File: config.mk
export PLATFORM = sky130hd
export DESIGN_NAME = rgb_meteor_breath_effect_top
export DESIGN_NICKNAME = d
export VERILOG_FILES = /design/src/design/mbe_pkg.sv /design/src/design/mbe_queue.sv /design/src/design/mbe_front.sv /design/src/design/mbe_back.sv /design/src/design/rgb_meteor_breath_effect_top.sv
export SDC_FILE = /design/constraint.sdc
export NUM_CORES = 2
export LEC_CHECK = 0
export CAP_MARGIN = 20
export CORE_MARGIN = 10
export CORE_UTILIZATION = 60
export CTS_CLUSTER_DIAMETER = 200
export DETAILED_ROUTE_END_ITERATION = 6
export DONT_BUFFER_PORTS = 1
export PLACE_DENSITY = 0.81
export REMOVE_ABC_BUFFERS = 1
export SETUP_SLACK_MARGIN = 0.02
export SLEW_MARGIN = 20
export SYNTH_ARGS = -nofsm -noshare
export SYNTH_HDL_FRONTEND = slang
export SYNTH_SLANG_ARGS = --single-unit
File: constraint.sdc
create_clock -name clk -period 7.49 [get_ports clk]
set_input_delay 0 -clock clk [delete_from_list [all_inputs] [get_ports clk]]
set_output_delay 0 -clock clk [all_outputs]
set_load 0.1 [all_outputs]
File: src/design/mbe_pkg.sv
// Shared types, constants and rate tables for the meteor/breath light-effect block.
// Used by every module of the block; depends on nothing.
`default_nettype none

package mbe_pkg;

    localparam int LED_COUNT_DEF   = 6;
    localparam int LED_COUNT_MAX   = 16;
    localparam int POS_W           = 5;
    localparam int QUEUE_DEPTH_DEF = 2;
    localparam int CFG_IDX_W       = 3;
    localparam int CFG_DATA_W      = 8;
    localparam int STEP_W          = 6;
    localparam int WAIT_W          = 8;
    localparam int PROD_W          = 14;
    localparam int RECIP_W         = 16;
    localparam int RECIP_SHIFT     = 20;

    // effect modes
    localparam logic [1:0] MODE_OFF    = 2'd0;
    localparam logic [1:0] MODE_METEOR = 2'd1;
    localparam logic [1:0] MODE_BREATH = 2'd2;

    // speed codes
    localparam logic [1:0] SPEED_SLOW   = 2'd0;
    localparam logic [1:0] SPEED_MEDIUM = 2'd1;
    localparam logic [1:0] SPEED_FAST   = 2'd2;

    // register indexes
    localparam logic [CFG_IDX_W-1:0] REG_MODE       = 3'd0;
    localparam logic [CFG_IDX_W-1:0] REG_SPEED      = 3'd1;
    localparam logic [CFG_IDX_W-1:0] REG_RED        = 3'd2;
    localparam logic [CFG_IDX_W-1:0] REG_GREEN      = 3'd3;
    localparam logic [CFG_IDX_W-1:0] REG_BLUE       = 3'd4;
    localparam logic [CFG_IDX_W-1:0] REG_BREATH_LED = 3'd5;

    // ceil(2^20 / N): exact floor division for any dividend below 2^14
    localparam int RECIP_SLOW   = ((1 << RECIP_SHIFT) + 50 - 1) / 50;
    localparam int RECIP_MEDIUM = ((1 << RECIP_SHIFT) + 35 - 1) / 35;
    localparam int RECIP_FAST   = ((1 << RECIP_SHIFT) + 25 - 1) / 25;

    typedef enum logic [1:0]
    {
        KIND_RESTART,
        KIND_METEOR,
        KIND_BREATH
    } kind_t;

    typedef enum logic [2:0]
    {
        B_IDLE,
        B_RUN,
        B_MUL,
        B_DIV,
        B_OUT
    } back_state_t;

    typedef struct packed
    {
        logic [1:0] mode;
        logic [1:0] speed;
        logic [7:0] red;
        logic [7:0] green;
        logic [7:0] blue;
        logic [2:0] breath_led;
    } cfg_t;

    typedef struct packed
    {
        kind_t             kind;
        logic [POS_W-1:0]  pos;
        logic [1:0]        speed;
        logic [STEP_W-1:0] step;
        logic [2:0]        led;
    } frame_t;

    typedef struct packed
    {
        logic full;
        logic empty;
    } q_stat_t;

    function automatic logic [WAIT_W-1:0] period_m1(input logic [1:0] speed);
        logic [WAIT_W-1:0] v;
        unique case (speed)
            SPEED_SLOW:   v = 8'd199;
            SPEED_MEDIUM: v = 8'd139;
            default:      v = 8'd79;
        endcase
        return v;
    endfunction

    function automatic logic [STEP_W-1:0] breath_count(input logic [1:0] speed);
        logic [STEP_W-1:0] v;
        unique case (speed)
            SPEED_SLOW:   v = 6'd50;
            SPEED_MEDIUM: v = 6'd35;
            default:      v = 6'd25;
        endcase
        return v;
    endfunction

    function automatic logic [RECIP_W-1:0] breath_recip(input logic [1:0] speed);
        logic [RECIP_W-1:0] v;
        unique case (speed)
            SPEED_SLOW:   v = RECIP_W'(RECIP_SLOW);
            SPEED_MEDIUM: v = RECIP_W'(RECIP_MEDIUM);
            default:      v = RECIP_W'(RECIP_FAST);
        endcase
        return v;
    endfunction

endpackage

`default_nettype wire

File: src/design/mbe_queue.sv
// Short frame queue between the tick front end and the LED write sequencer.
// Depends on mbe_pkg for the frame descriptor and status types.
`default_nettype none

module mbe_queue #(
    parameter int DEPTH = mbe_pkg::QUEUE_DEPTH_DEF
) (
    input  wire logic            clk,
    input  wire logic            rst_n,
    input  wire logic            push,
    input  wire mbe_pkg::frame_t push_entry,
    input  wire logic            pop,
    output mbe_pkg::frame_t      pop_entry,
    output mbe_pkg::q_stat_t     stat
);

    localparam int PTR_W = (DEPTH > 1) ? $clog2(DEPTH) : 1;
    localparam int CNT_W = $clog2(DEPTH + 1);

    mbe_pkg::frame_t  mem_reg [DEPTH];
    logic [PTR_W-1:0] wr_ptr_reg, wr_ptr_next;
    logic [PTR_W-1:0] rd_ptr_reg, rd_ptr_next;
    logic [CNT_W-1:0] count_reg, count_next;

    function automatic logic [PTR_W-1:0] ptr_inc(input logic [PTR_W-1:0] p);
        return (p == PTR_W'(DEPTH - 1)) ? '0 : p + PTR_W'(1);
    endfunction

    always_comb
    begin
        wr_ptr_next = push ? ptr_inc(wr_ptr_reg) : wr_ptr_reg;
        rd_ptr_next = pop  ? ptr_inc(rd_ptr_reg) : rd_ptr_reg;
        count_next  = count_reg + CNT_W'(push) - CNT_W'(pop);
    end

    always_ff @(posedge clk or negedge rst_n)
    begin
        if (!rst_n)
        begin
            wr_ptr_reg <= '0;
            rd_ptr_reg <= '0;
            count_reg  <= '0;
        end
        else
        begin
            wr_ptr_reg <= wr_ptr_next;
            rd_ptr_reg <= rd_ptr_next;
            count_reg  <= count_next;
        end
    end

    always_ff @(posedge clk)
    begin
        if (push)
        begin
            mem_reg[wr_ptr_reg] <= push_entry;
        end
    end

    assign pop_entry  = mem_reg[rd_ptr_reg];
    assign stat.full  = (count_reg == CNT_W'(DEPTH));
    assign stat.empty = (count_reg == '0);

endmodule

`default_nettype wire

File: src/design/mbe_front.sv
// Front end: configuration registers, tick acceptance, frame timing and phase state.
// Classifies each tick and queues a frame descriptor; depends on mbe_pkg.
`default_nettype none

module mbe_front #(
    parameter int LED_COUNT = mbe_pkg::LED_COUNT_DEF
) (
    input  wire logic                            clk,
    input  wire logic                            rst_n,
    input  wire logic                            s_tvalid,
    output logic                                 s_tready,
    input  wire logic [7:0]                      s_tdata,
    input  wire logic                            cfg_valid,
    output logic                                 cfg_ready,
    input  wire logic [mbe_pkg::CFG_IDX_W-1:0]   cfg_index,
    input  wire logic [mbe_pkg::CFG_DATA_W-1:0]  cfg_data,
    output mbe_pkg::cfg_t                        cfg,
    input  wire mbe_pkg::q_stat_t                q_stat,
    output logic                                 push,
    output mbe_pkg::frame_t                      push_entry
);

    localparam int POS_W  = mbe_pkg::POS_W;
    localparam int STEP_W = mbe_pkg::STEP_W;
    localparam int WAIT_W = mbe_pkg::WAIT_W;

    mbe_pkg::cfg_t     cfg_reg, cfg_next;
    logic [WAIT_W-1:0] wait_reg, wait_next;
    logic [POS_W-1:0]  head_reg, head_next;
    logic [STEP_W-1:0] step_reg, step_next;
    logic              falling_reg, falling_next;

    logic              accept;
    logic [STEP_W-1:0] count_n;
    logic [STEP_W-1:0] step_shown;
    logic              led_in_range;

    assign s_tready  = !q_stat.full;
    assign cfg_ready = 1'b1;
    assign accept    = s_tvalid && s_tready;
    assign cfg       = cfg_reg;

    // config write decode
    always_comb
    begin
        cfg_next = cfg_reg;
        if (cfg_valid)
        begin
            unique case (cfg_index)
                mbe_pkg::REG_MODE:       cfg_next.mode  = cfg_data[1:0];
                mbe_pkg::REG_SPEED:      cfg_next.speed = (cfg_data[1:0] > mbe_pkg::SPEED_FAST)
                                                          ? mbe_pkg::SPEED_FAST : cfg_data[1:0];
                mbe_pkg::REG_RED:        cfg_next.red   = cfg_data[7:0];
                mbe_pkg::REG_GREEN:      cfg_next.green = cfg_data[7:0];
                mbe_pkg::REG_BLUE:       cfg_next.blue  = cfg_data[7:0];
                mbe_pkg::REG_BREATH_LED: cfg_next.breath_led = cfg_data[2:0];
                default:                 cfg_next = cfg_reg;
            endcase
        end
    end

    assign count_n      = mbe_pkg::breath_count(cfg_reg.speed);
    assign step_shown   = (step_reg > count_n) ? count_n : step_reg;
    assign led_in_range = ({2'b00, cfg_reg.breath_led} <= POS_W'(LED_COUNT));

    // tick classification and phase update
    always_comb
    begin
        wait_next        = wait_reg;
        head_next        = head_reg;
        step_next        = step_reg;
        falling_next     = falling_reg;
        push             = 1'b0;
        push_entry.kind  = mbe_pkg::KIND_RESTART;
        push_entry.pos   = head_reg;
        push_entry.speed = cfg_reg.speed;
        push_entry.step  = step_shown;
        push_entry.led   = cfg_reg.breath_led;
        if (accept)
        begin
            if (s_tdata[0])
            begin
                wait_next    = '0;
                head_next    = POS_W'(1);
                step_next    = '0;
                falling_next = 1'b0;
                push         = 1'b1;
            end
            else if (cfg_reg.mode == mbe_pkg::MODE_METEOR || cfg_reg.mode == mbe_pkg::MODE_BREATH)
            begin
                if (wait_reg != '0)
                begin
                    wait_next = wait_reg - WAIT_W'(1);
                end
                else if (cfg_reg.mode == mbe_pkg::MODE_METEOR)
                begin
                    wait_next       = mbe_pkg::period_m1(cfg_reg.speed);
                    head_next       = (head_reg >= POS_W'(LED_COUNT)) ? POS_W'(1)
                                                                      : head_reg + POS_W'(1);
                    push            = 1'b1;
                    push_entry.kind = mbe_pkg::KIND_METEOR;
                end
                else
                begin
                    wait_next       = WAIT_W'(count_n - STEP_W'(1));
                    push            = led_in_range;
                    push_entry.kind = mbe_pkg::KIND_BREATH;
                    if (falling_reg)
                    begin
                        if (step_shown <= STEP_W'(2))
                        begin
                            step_next    = STEP_W'(1);
                            falling_next = 1'b0;
                        end
                        else
                        begin
                            step_next = step_shown - STEP_W'(1);
                        end
                    end
                    else if (({1'b0, step_reg} + 7'd1) >= {1'b0, count_n})
                    begin
                        step_next    = count_n;
                        falling_next = 1'b1;
                    end
                    else
                    begin
                        step_next = step_reg + STEP_W'(1);
                    end
                end
            end
        end
    end

    always_ff @(posedge clk or negedge rst_n)
    begin
        if (!rst_n)
        begin
            cfg_reg     <= '0;
            wait_reg    <= '0;
            head_reg    <= POS_W'(1);
            step_reg    <= '0;
            falling_reg <= 1'b0;
        end
        else
        begin
            cfg_reg     <= cfg_next;
            wait_reg    <= wait_next;
            head_reg    <= head_next;
            step_reg    <= step_next;
            falling_reg <= falling_next;
        end
    end

endmodule

`default_nettype wire

File: src/design/mbe_back.sv
// Back end: expands queued frame descriptors into LED writes on the output stream.
// Meteor frames walk back from the head; breath frames scale via reciprocal multiply.
// Depends on mbe_pkg.
`default_nettype none

module mbe_back #(
    parameter int LED_COUNT = mbe_pkg::LED_COUNT_DEF
) (
    input  wire logic              clk,
    input  wire logic              rst_n,
    input  wire mbe_pkg::cfg_t     cfg,
    input  wire mbe_pkg::q_stat_t  q_stat,
    output logic                   pop,
    input  wire mbe_pkg::frame_t   pop_entry,
    output logic                   m_tvalid,
    input  wire logic              m_tready,
    output logic [31:0]            m_tdata,
    output logic                   m_tlast
);

    localparam int POS_W   = mbe_pkg::POS_W;
    localparam int PROD_W  = mbe_pkg::PROD_W;
    localparam int RECIP_W = mbe_pkg::RECIP_W;
    localparam int FULL_W  = PROD_W + RECIP_W;
    localparam int DARK_N  = ((LED_COUNT - 3) > 3) ? 3 : (LED_COUNT - 3);
    localparam logic [2:0] METEOR_LAST = 3'(2 + DARK_N);

    mbe_pkg::back_state_t state_reg, state_next;
    mbe_pkg::frame_t      ent_reg;
    logic [POS_W-1:0]     pos_reg;
    logic [2:0]           idx_reg;
    logic [PROD_W-1:0]    prod_reg [3];
    logic [7:0]           quo_reg  [3];

    logic                 out_valid_reg;
    logic [2:0]           out_led_reg;
    logic [7:0]           out_r_reg, out_g_reg, out_b_reg;
    logic                 out_last_reg;

    logic                 out_free;
    logic                 out_load;
    logic [2:0]           load_led;
    logic [7:0]           load_r, load_g, load_b;
    logic                 load_last;
    logic                 run_last;
    logic [2:0]           shift_amt;
    logic [7:0]           colour [3];
    logic [PROD_W-1:0]    prod_next [3];
    logic [7:0]           quo_next  [3];
    logic [FULL_W-1:0]    full_prod [3];
    logic [RECIP_W-1:0]   recip;

    assign out_free  = !out_valid_reg || m_tready;
    assign run_last  = (ent_reg.kind == mbe_pkg::KIND_RESTART) || (idx_reg == METEOR_LAST);
    assign colour[0] = cfg.red;
    assign colour[1] = cfg.green;
    assign colour[2] = cfg.blue;
    assign recip     = mbe_pkg::breath_recip(ent_reg.speed);

    // breath scaling lanes: colour*step, then floor(/N) by reciprocal
    always_comb
    begin
        for (int i = 0; i < 3; i++)
        begin
            prod_next[i] = PROD_W'({6'b0, colour[i]} * {8'b0, ent_reg.step});
            full_prod[i] = {{RECIP_W{1'b0}}, prod_reg[i]} * {{PROD_W{1'b0}}, recip};
            quo_next[i]  = full_prod[i][mbe_pkg::RECIP_SHIFT +: 8];
        end
    end

    // next state
    always_comb
    begin
        state_next = state_reg;
        unique case (state_reg)
            mbe_pkg::B_IDLE:
            begin
                if (!q_stat.empty)
                begin
                    state_next = (pop_entry.kind == mbe_pkg::KIND_BREATH) ? mbe_pkg::B_MUL
                                                                           : mbe_pkg::B_RUN;
                end
            end
            mbe_pkg::B_RUN:
            begin
                if (out_free && run_last)
                begin
                    state_next = mbe_pkg::B_IDLE;
                end
            end
            mbe_pkg::B_MUL: state_next = mbe_pkg::B_DIV;
            mbe_pkg::B_DIV: state_next = mbe_pkg::B_OUT;
            mbe_pkg::B_OUT:
            begin
                if (out_free)
                begin
                    state_next = mbe_pkg::B_IDLE;
                end
            end
            default: state_next = mbe_pkg::B_IDLE;
        endcase
    end

    // outputs of the sequencer
    always_comb
    begin
        pop       = 1'b0;
        out_load  = 1'b0;
        load_led  = pos_reg[2:0];
        load_r    = '0;
        load_g    = '0;
        load_b    = '0;
        load_last = 1'b0;
        shift_amt = (idx_reg == 3'd1) ? 3'd3 + {1'b0, ent_reg.speed}
                                      : 3'd4 + {1'b0, ent_reg.speed};
        unique case (state_reg)
            mbe_pkg::B_IDLE:
            begin
                pop = !q_stat.empty;
            end
            mbe_pkg::B_RUN:
            begin
                out_load  = out_free;
                load_last = run_last;
                if (ent_reg.kind == mbe_pkg::KIND_RESTART)
                begin
                    load_led = 3'd0;
                end
                else if (idx_reg == 3'd0)
                begin
                    load_r = cfg.red;
                    load_g = cfg.green;
                    load_b = cfg.blue;
                end
                else if (idx_reg == 3'd1 || idx_reg == 3'd2)
                begin
                    load_r = cfg.red   >> shift_amt;
                    load_g = cfg.green >> shift_amt;
                    load_b = cfg.blue  >> shift_amt;
                end
            end
            mbe_pkg::B_OUT:
            begin
                out_load  = out_free;
                load_led  = ent_reg.led;
                load_r    = quo_reg[0];
                load_g    = quo_reg[1];
                load_b    = quo_reg[2];
                load_last = 1'b1;
            end
            default:
            begin
                out_load = 1'b0;
            end
        endcase
    end

    always_ff @(posedge clk or negedge rst_n)
    begin
        if (!rst_n)
        begin
            state_reg     <= mbe_pkg::B_IDLE;
            out_valid_reg <= 1'b0;
        end
        else
        begin
            state_reg <= state_next;
            if (out_load)
            begin
                out_valid_reg <= 1'b1;
            end
            else if (m_tready)
            begin
                out_valid_reg <= 1'b0;
            end
        end
    end

    always_ff @(posedge clk)
    begin
        if (pop)
        begin
            ent_reg <= pop_entry;
            pos_reg <= pop_entry.pos;
            idx_reg <= '0;
        end
        else if (state_reg == mbe_pkg::B_RUN && out_free)
        begin
            idx_reg <= idx_reg + 3'd1;
            pos_reg <= (pos_reg == POS_W'(1)) ? POS_W'(LED_COUNT) : pos_reg - POS_W'(1);
        end
        if (state_reg == mbe_pkg::B_MUL)
        begin
            prod_reg <= prod_next;
        end
        if (state_reg == mbe_pkg::B_DIV)
        begin
            quo_reg <= quo_next;
        end
        if (out_load)
        begin
            out_led_reg  <= load_led;
            out_r_reg    <= load_r;
            out_g_reg    <= load_g;
            out_b_reg    <= load_b;
            out_last_reg <= load_last;
        end
    end

    assign m_tvalid = out_valid_reg;
    assign m_tdata  = {5'b0, out_b_reg, out_g_reg, out_r_reg, out_led_reg};
    assign m_tlast  = out_last_reg;

endmodule

`default_nettype wire

File: src/design/rgb_meteor_breath_effect_top.sv
// Top level of the meteor/breath light-effect generator for a ring of RGB LEDs.
// Instantiates mbe_front, mbe_queue and mbe_back; depends on mbe_pkg.
//
// Usage:
//   s_* channel  : one item per 1 ms tick. s_tdata[0] = restart; a restart blanks
//                  all LEDs (one write, led_select 0) and rewinds the effect phase.
//   cfg_* channel: register writes (0 mode, 1 speed, 2..4 red/green/blue,
//                  5 breath LED). Always ready; write only while the block is idle.
//   m_* channel  : one LED write per item: led_select, red, green, blue in
//                  m_tdata, frame_end on m_tlast (latch the LEDs).
// Path: a tick that starts a meteor frame is written into the frame queue, picked up
//   by the sequencer in its idle state and issued from its run state; a breath frame
//   scales the colour through two multiplier stages before its write is issued.
// Throughput: the write sequencer issues one LED write per cycle while m_tready does
//   not hold the output, and picks up a frame only when the last one is done; a six-LED
//   meteor frame has six writes, a breath frame one. A tick with no frame queues nothing.
// Stall: when m_tready is low the output register holds its item, the sequencer
//   waits, and the two-entry frame queue absorbs further ticks until it is full;
//   only then does s_tready drop.
// Reset: the state and configuration registers clear (mode off), the head returns to LED 1 and the next
//   tick in an active mode runs a frame at once. No clearing pass is needed.
`default_nettype none

module rgb_meteor_breath_effect_top #(
    parameter int LED_COUNT   = mbe_pkg::LED_COUNT_DEF,
    parameter int QUEUE_DEPTH = mbe_pkg::QUEUE_DEPTH_DEF
) (
    input  wire logic                            clk,
    input  wire logic                            rst_n,
    // tick stream
    input  wire logic                            s_tvalid,
    output logic                                 s_tready,
    input  wire logic [7:0]                      s_tdata,   // [0] restart
    // register write channel
    input  wire logic                            cfg_valid,
    output logic                                 cfg_ready,
    input  wire logic [mbe_pkg::CFG_IDX_W-1:0]   cfg_index,
    input  wire logic [mbe_pkg::CFG_DATA_W-1:0]  cfg_data,
    // LED write stream
    output logic                                 m_tvalid,
    input  wire logic                            m_tready,
    output logic [31:0]                          m_tdata,   // [2:0] led_select, [10:3] red,
                                                            // [18:11] green, [26:19] blue
    output logic                                 m_tlast    // frame_end
);

    mbe_pkg::cfg_t    cfg;
    mbe_pkg::q_stat_t q_stat;
    mbe_pkg::frame_t  push_entry;
    mbe_pkg::frame_t  pop_entry;
    logic             push;
    logic             pop;

    // accept ticks, keep phase, queue frame descriptors
    mbe_front #(
        .LED_COUNT (LED_COUNT)
    ) u_front (
        .clk        (clk),
        .rst_n      (rst_n),
        .s_tvalid   (s_tvalid),
        .s_tready   (s_tready),
        .s_tdata    (s_tdata),
        .cfg_valid  (cfg_valid),
        .cfg_ready  (cfg_ready),
        .cfg_index  (cfg_index),
        .cfg_data   (cfg_data),
        .cfg        (cfg),
        .q_stat     (q_stat),
        .push       (push),
        .push_entry (push_entry)
    );

    // decouple tick acceptance from LED write issue
    mbe_queue #(
        .DEPTH (QUEUE_DEPTH)
    ) u_queue (
        .clk        (clk),
        .rst_n      (rst_n),
        .push       (push),
        .push_entry (push_entry),
        .pop        (pop),
        .pop_entry  (pop_entry),
        .stat       (q_stat)
    );

    // expand each frame into LED writes
    mbe_back #(
        .LED_COUNT (LED_COUNT)
    ) u_back (
        .clk       (clk),
        .rst_n     (rst_n),
        .cfg       (cfg),
        .q_stat    (q_stat),
        .pop       (pop),
        .pop_entry (pop_entry),
        .m_tvalid  (m_tvalid),
        .m_tready  (m_tready),
        .m_tdata   (m_tdata),
        .m_tlast   (m_tlast)
    );

    // front never queues a frame into a full queue
    a_push_not_full: assert property (@(posedge clk) disable iff (!rst_n)
        push |-> !q_stat.full)
        else $error("frame pushed into full queue");

    // sequencer only picks up a frame that is there
    a_pop_not_empty: assert property (@(posedge clk) disable iff (!rst_n)
        pop |-> !q_stat.empty)
        else $error("frame popped from empty queue");

    // a queued frame is always held until the sequencer takes it
    a_queue_holds: assert property (@(posedge clk) disable iff (!rst_n)
        (!q_stat.empty && !pop) |=> !q_stat.empty)
        else $error("queued frame lost");

endmodule

`default_nettype wire

==> summary.md <==
| Metric | Value |
|---|---|
| Status | complete, no violations |
| Synth top area cells | fa_1 30%, ha_1 16%, edfxtp_1 15% |
| Mapped Cells | between 3000 and 4000 |
| Max Fclk | 139 MHz |
| Synthesized area | ~30000 µm² |
| Post-synthesis compound-gate area fraction | 0.0734 |
| # rows | 81 |
| Crit end category | flip-flop |
| Final Hold Fails | 0 |
| FF-to-FF path depth | 23 |
| Synth Area per Inst | 9.87 µm² |
| Synth cell count leaders | 676 x inv_1, 444 x fa_1, 372 x ha_1 |
| Synth async-reset ratio | 0.281 |
| Clock sinks | 210 |
| Final setup viols | 0 |
| Initial Utilization | 0.608 |
| Longest Clk Path Bufs | 3 |
| Layout cells sized above 1 | 0.0502 |
| Startpoint Class | flip-flop |
| Post-Synth Simple-Gate Area | 0.115 |
| Clock skew | 0.0103 ns |
| Critical path class | flip-flop to flip-flop |
| Area share of the largest cell type after synthesis | 0.298 |
| Largest family of logic cells by synthesized area | adder cells |
| Clock Latency Late Sink | around 0.54 ns |
| Post-Synth Adder-Cell Area | 0.454 |
| DIE AREA | between 50000 and 60000 µm² |
| Setup total negative slack | 0 ns |
| Gr usage total | 0.239 |
| Worst Path Required | roughly 8 ns |
| Synth Flop Type | edfxtp_1 |
| #FFs+latches synth | 210 |
| FILL cells | between 3000 and 4000 |
| CP max-delay cell | a211oi_1 |
| Nets | roughly 3900 |
| Routed Antenna Nets | 0 |
| Number of enable flip-flop cells after synthesis | 148 |
| Htree depth | 1 |
| Synth area leader | fa_1 |
| Crit path from | u_back.ent_reg[9] |
| Worst R2R End | u_back.quo_reg[15] |
| CP cell instances | inv_1, ha_1, or2_2, buf_4, nor2_1, fa_1, inv_1, fa_1, inv_1, fa_1, inv_1, fa_1, inv_1, fa_1, fa_1, ha_1, nand2_1, o21bai_1, a221o_1, a211oi_1, o31ai_1, and3_1, nor3_1 |
| CTS buffer count | 25 |
| Largest net degree at the start of global routing | 59 |
| CP peak stage delay | 0.58 ns |
| Worst R2R Start | u_back.ent_reg[9] |
| GP Congestion | roughly 0.95 |
| DR vias | roughly 21000 |
| Initial antenna violation count | 3 |
| Final core utilization | 0.647 |
| CP max FO | 27 |
| Drt total wl | around 69000 µm |
| Max-Cap Viols | 0 |
| Core area | just under 50000 µm² |
| Clock root buffer master | clkbuf_16 |
| RSZ-0062 raised after global routing | false |
| Worst slew margin relative to its limit | 0.295 |
| Multiplexer share of the synthesized area | 0.0324 |
| Port bufs | 0 |
| Ys Warns | 0 |
| Final HPWL from detailed placement | about 56000 µm |
| Die X | about 240 µm |
| Drt pass-1 iters | 6 |
| Worst setup path end | u_back.quo_reg[15] |
| Netlist cell types | 84 |
| GR Overflow Total | 0 |
| Max reg flops | 42 |
| WP data arrival | about 7.5 ns |
| Worst slew pin tran | ~1.1 ns |
| Clock transition at the registers of the reported paths | around 0.060 ns |
| I/O pin count | 60 |
| Max Slew Vio Count | 0 |
| Post-synthesis sequential area ratio | 0.201 |
| Global-route wire length before repair | around 120000 µm |
| Most frequent CP cell | fa_1 |
| Flop-to-flop setup slack | slightly above 0.3 ns |
| Layout area overhead | 6.43% |
| Die Y-Extent | 243 µm |
| Final Cycle Share | 0.959 |
| Hold Crit Class | input pin to asynchronous set/reset pin |
| Post-route DRC | 0 |
| DR iter-0 viols | roughly 1900 |
| DR WL/cell | approximately 19 µm |
| Vias in the first global route | ~22000 |
| CTS tree | done |
| Drt via density | between 5 and 6 |
| Post-route minimum period | around 7 ns |
| Most common cell in the netlist | inv_1 |
| Post-Synth XOR/XNOR Area | 0.0238 |
critical path: cells and delay by family (launching register included):
family / cells / cell delay (ns)
AOI/OAI and AO/OA: 4 / 1.33
adders and majority gates: 8 / 3.49
DFF: 1 / 0.49
buffers and inverters: 6 / 0.73
and+or+nand+nor: 5 / 0.92
worst min-delay path by stage:
stage,end,slack (ns),cells past startpoint
2_1_floorplan,u_back.m_tvalid,-0.30,0
3_3_place_gp,u_queue.wr_ptr_reg,-0.29,0
3_5_place_dp,u_queue.wr_ptr_reg,-0.29,0
4_1_cts,u_front.cfg[19],0.02,3
5_1_grt,u_front.head_reg[0],0.05,2
6_report,u_front.head_reg[0],0.05,2
logic make-up after synthesis:
| kind of cell | after synthesis |
|---|---|
| AOI/OAI and AO/OA | 337 |
| xor gates and xnor gates | 81 |
| adders and majority gates | 816 |
| buffers and inverters | 772 |
| DFF | 210 |
| muxes | 86 |
| other | 2 |
| and+or+nand+nor | 716 |
final cells by class:
class | count | area (µm²) | area share
diodes | 2 | 5.00 | 0.000158
clock buffers | 34 | 732 | 0.0231
clock inverters | 12 | 114 | 0.00359
inverters | 678 | 2550 | 0.0803
multi-input cells | 2051 | 21000 | 0.660
flip-flops and latches | 210 | 5980 | 0.188
well taps | 664 | 831 | 0.0262
repair buffers | 60 | 573 | 0.0181
through the flow:
stage / hold WS [ns] / worst slack, ns / area [µm²] / std cells
after floorplan: -0.296 / 0.00987 / 29400 / 2939
after global placement: -0.293 / 0.362 / 30500 / 3633
after detailed placement: -0.293 / 0.254 / 30500 / 3633
after CTS: 0.0192 / 0.193 / 31700 / 3709
after global routing: 0.0520 / 0.0438 / 31700 / 3711
final: 0.0504 / 0.304 / 31700 / 3711
layer usage:
metal / global-route usage / wire length [µm] / up-vias
met3: 0.0394 / 5250 / 133
met4: 0.0632 / 2120 / 2
met1: 0.319 / 28800 / 10600
met5: 0 / 7 / -
li1: - / - / 9625
met2: 0.398 / 33200 / 757
layout by cell type (no fill, tap or decap), types with 5 or more instances in the layout:
cell type	netlist	layout
a211oi_1	16	16
a21o_1	30	30
a21oi_1	72	72
a221o_1	5	5
a22o_1	9	9
a22oi_1	18	18
a31oi_1	7	7
and2_1	111	110
and3_1	12	12
buf_4	7	29
clkbuf_16	0	27
clkinv_2	0	5
conb_1	2	15
dfrtp_1	58	58
dlygate4sd3_1	0	28
edfxtp_1	148	148
fa_1	444	444
ha_1	372	371
inv_1	676	675
mux2_2	43	43
mux2i_1	39	38
nand2_1	306	306
nand2b_1	36	35
nand3_1	23	23
nand4_1	13	13
nor2_1	116	114
nor2b_1	21	21
nor3_1	30	28
nor4_1	6	6
o211ai_1	7	7
o21a_1	12	12
o21ai_0	96	94
o21ai_1	4	6
o21bai_1	14	14
o31ai_1	6	6
or2_2	7	7
or3_1	5	5
or4_1	8	8
xnor2_1	52	50
xor2_1	29	29
what timing repair did:
action	CTS	global route
buffers inserted	0	0
hold buffers	30	0
hold endpoints to repair	123	0
setup endpoints to repair	0	11
resized for setup	0	5
Power is not shown: default switching activity piles up to over one toggle a cycle in this logic, so the estimate is an artifact.
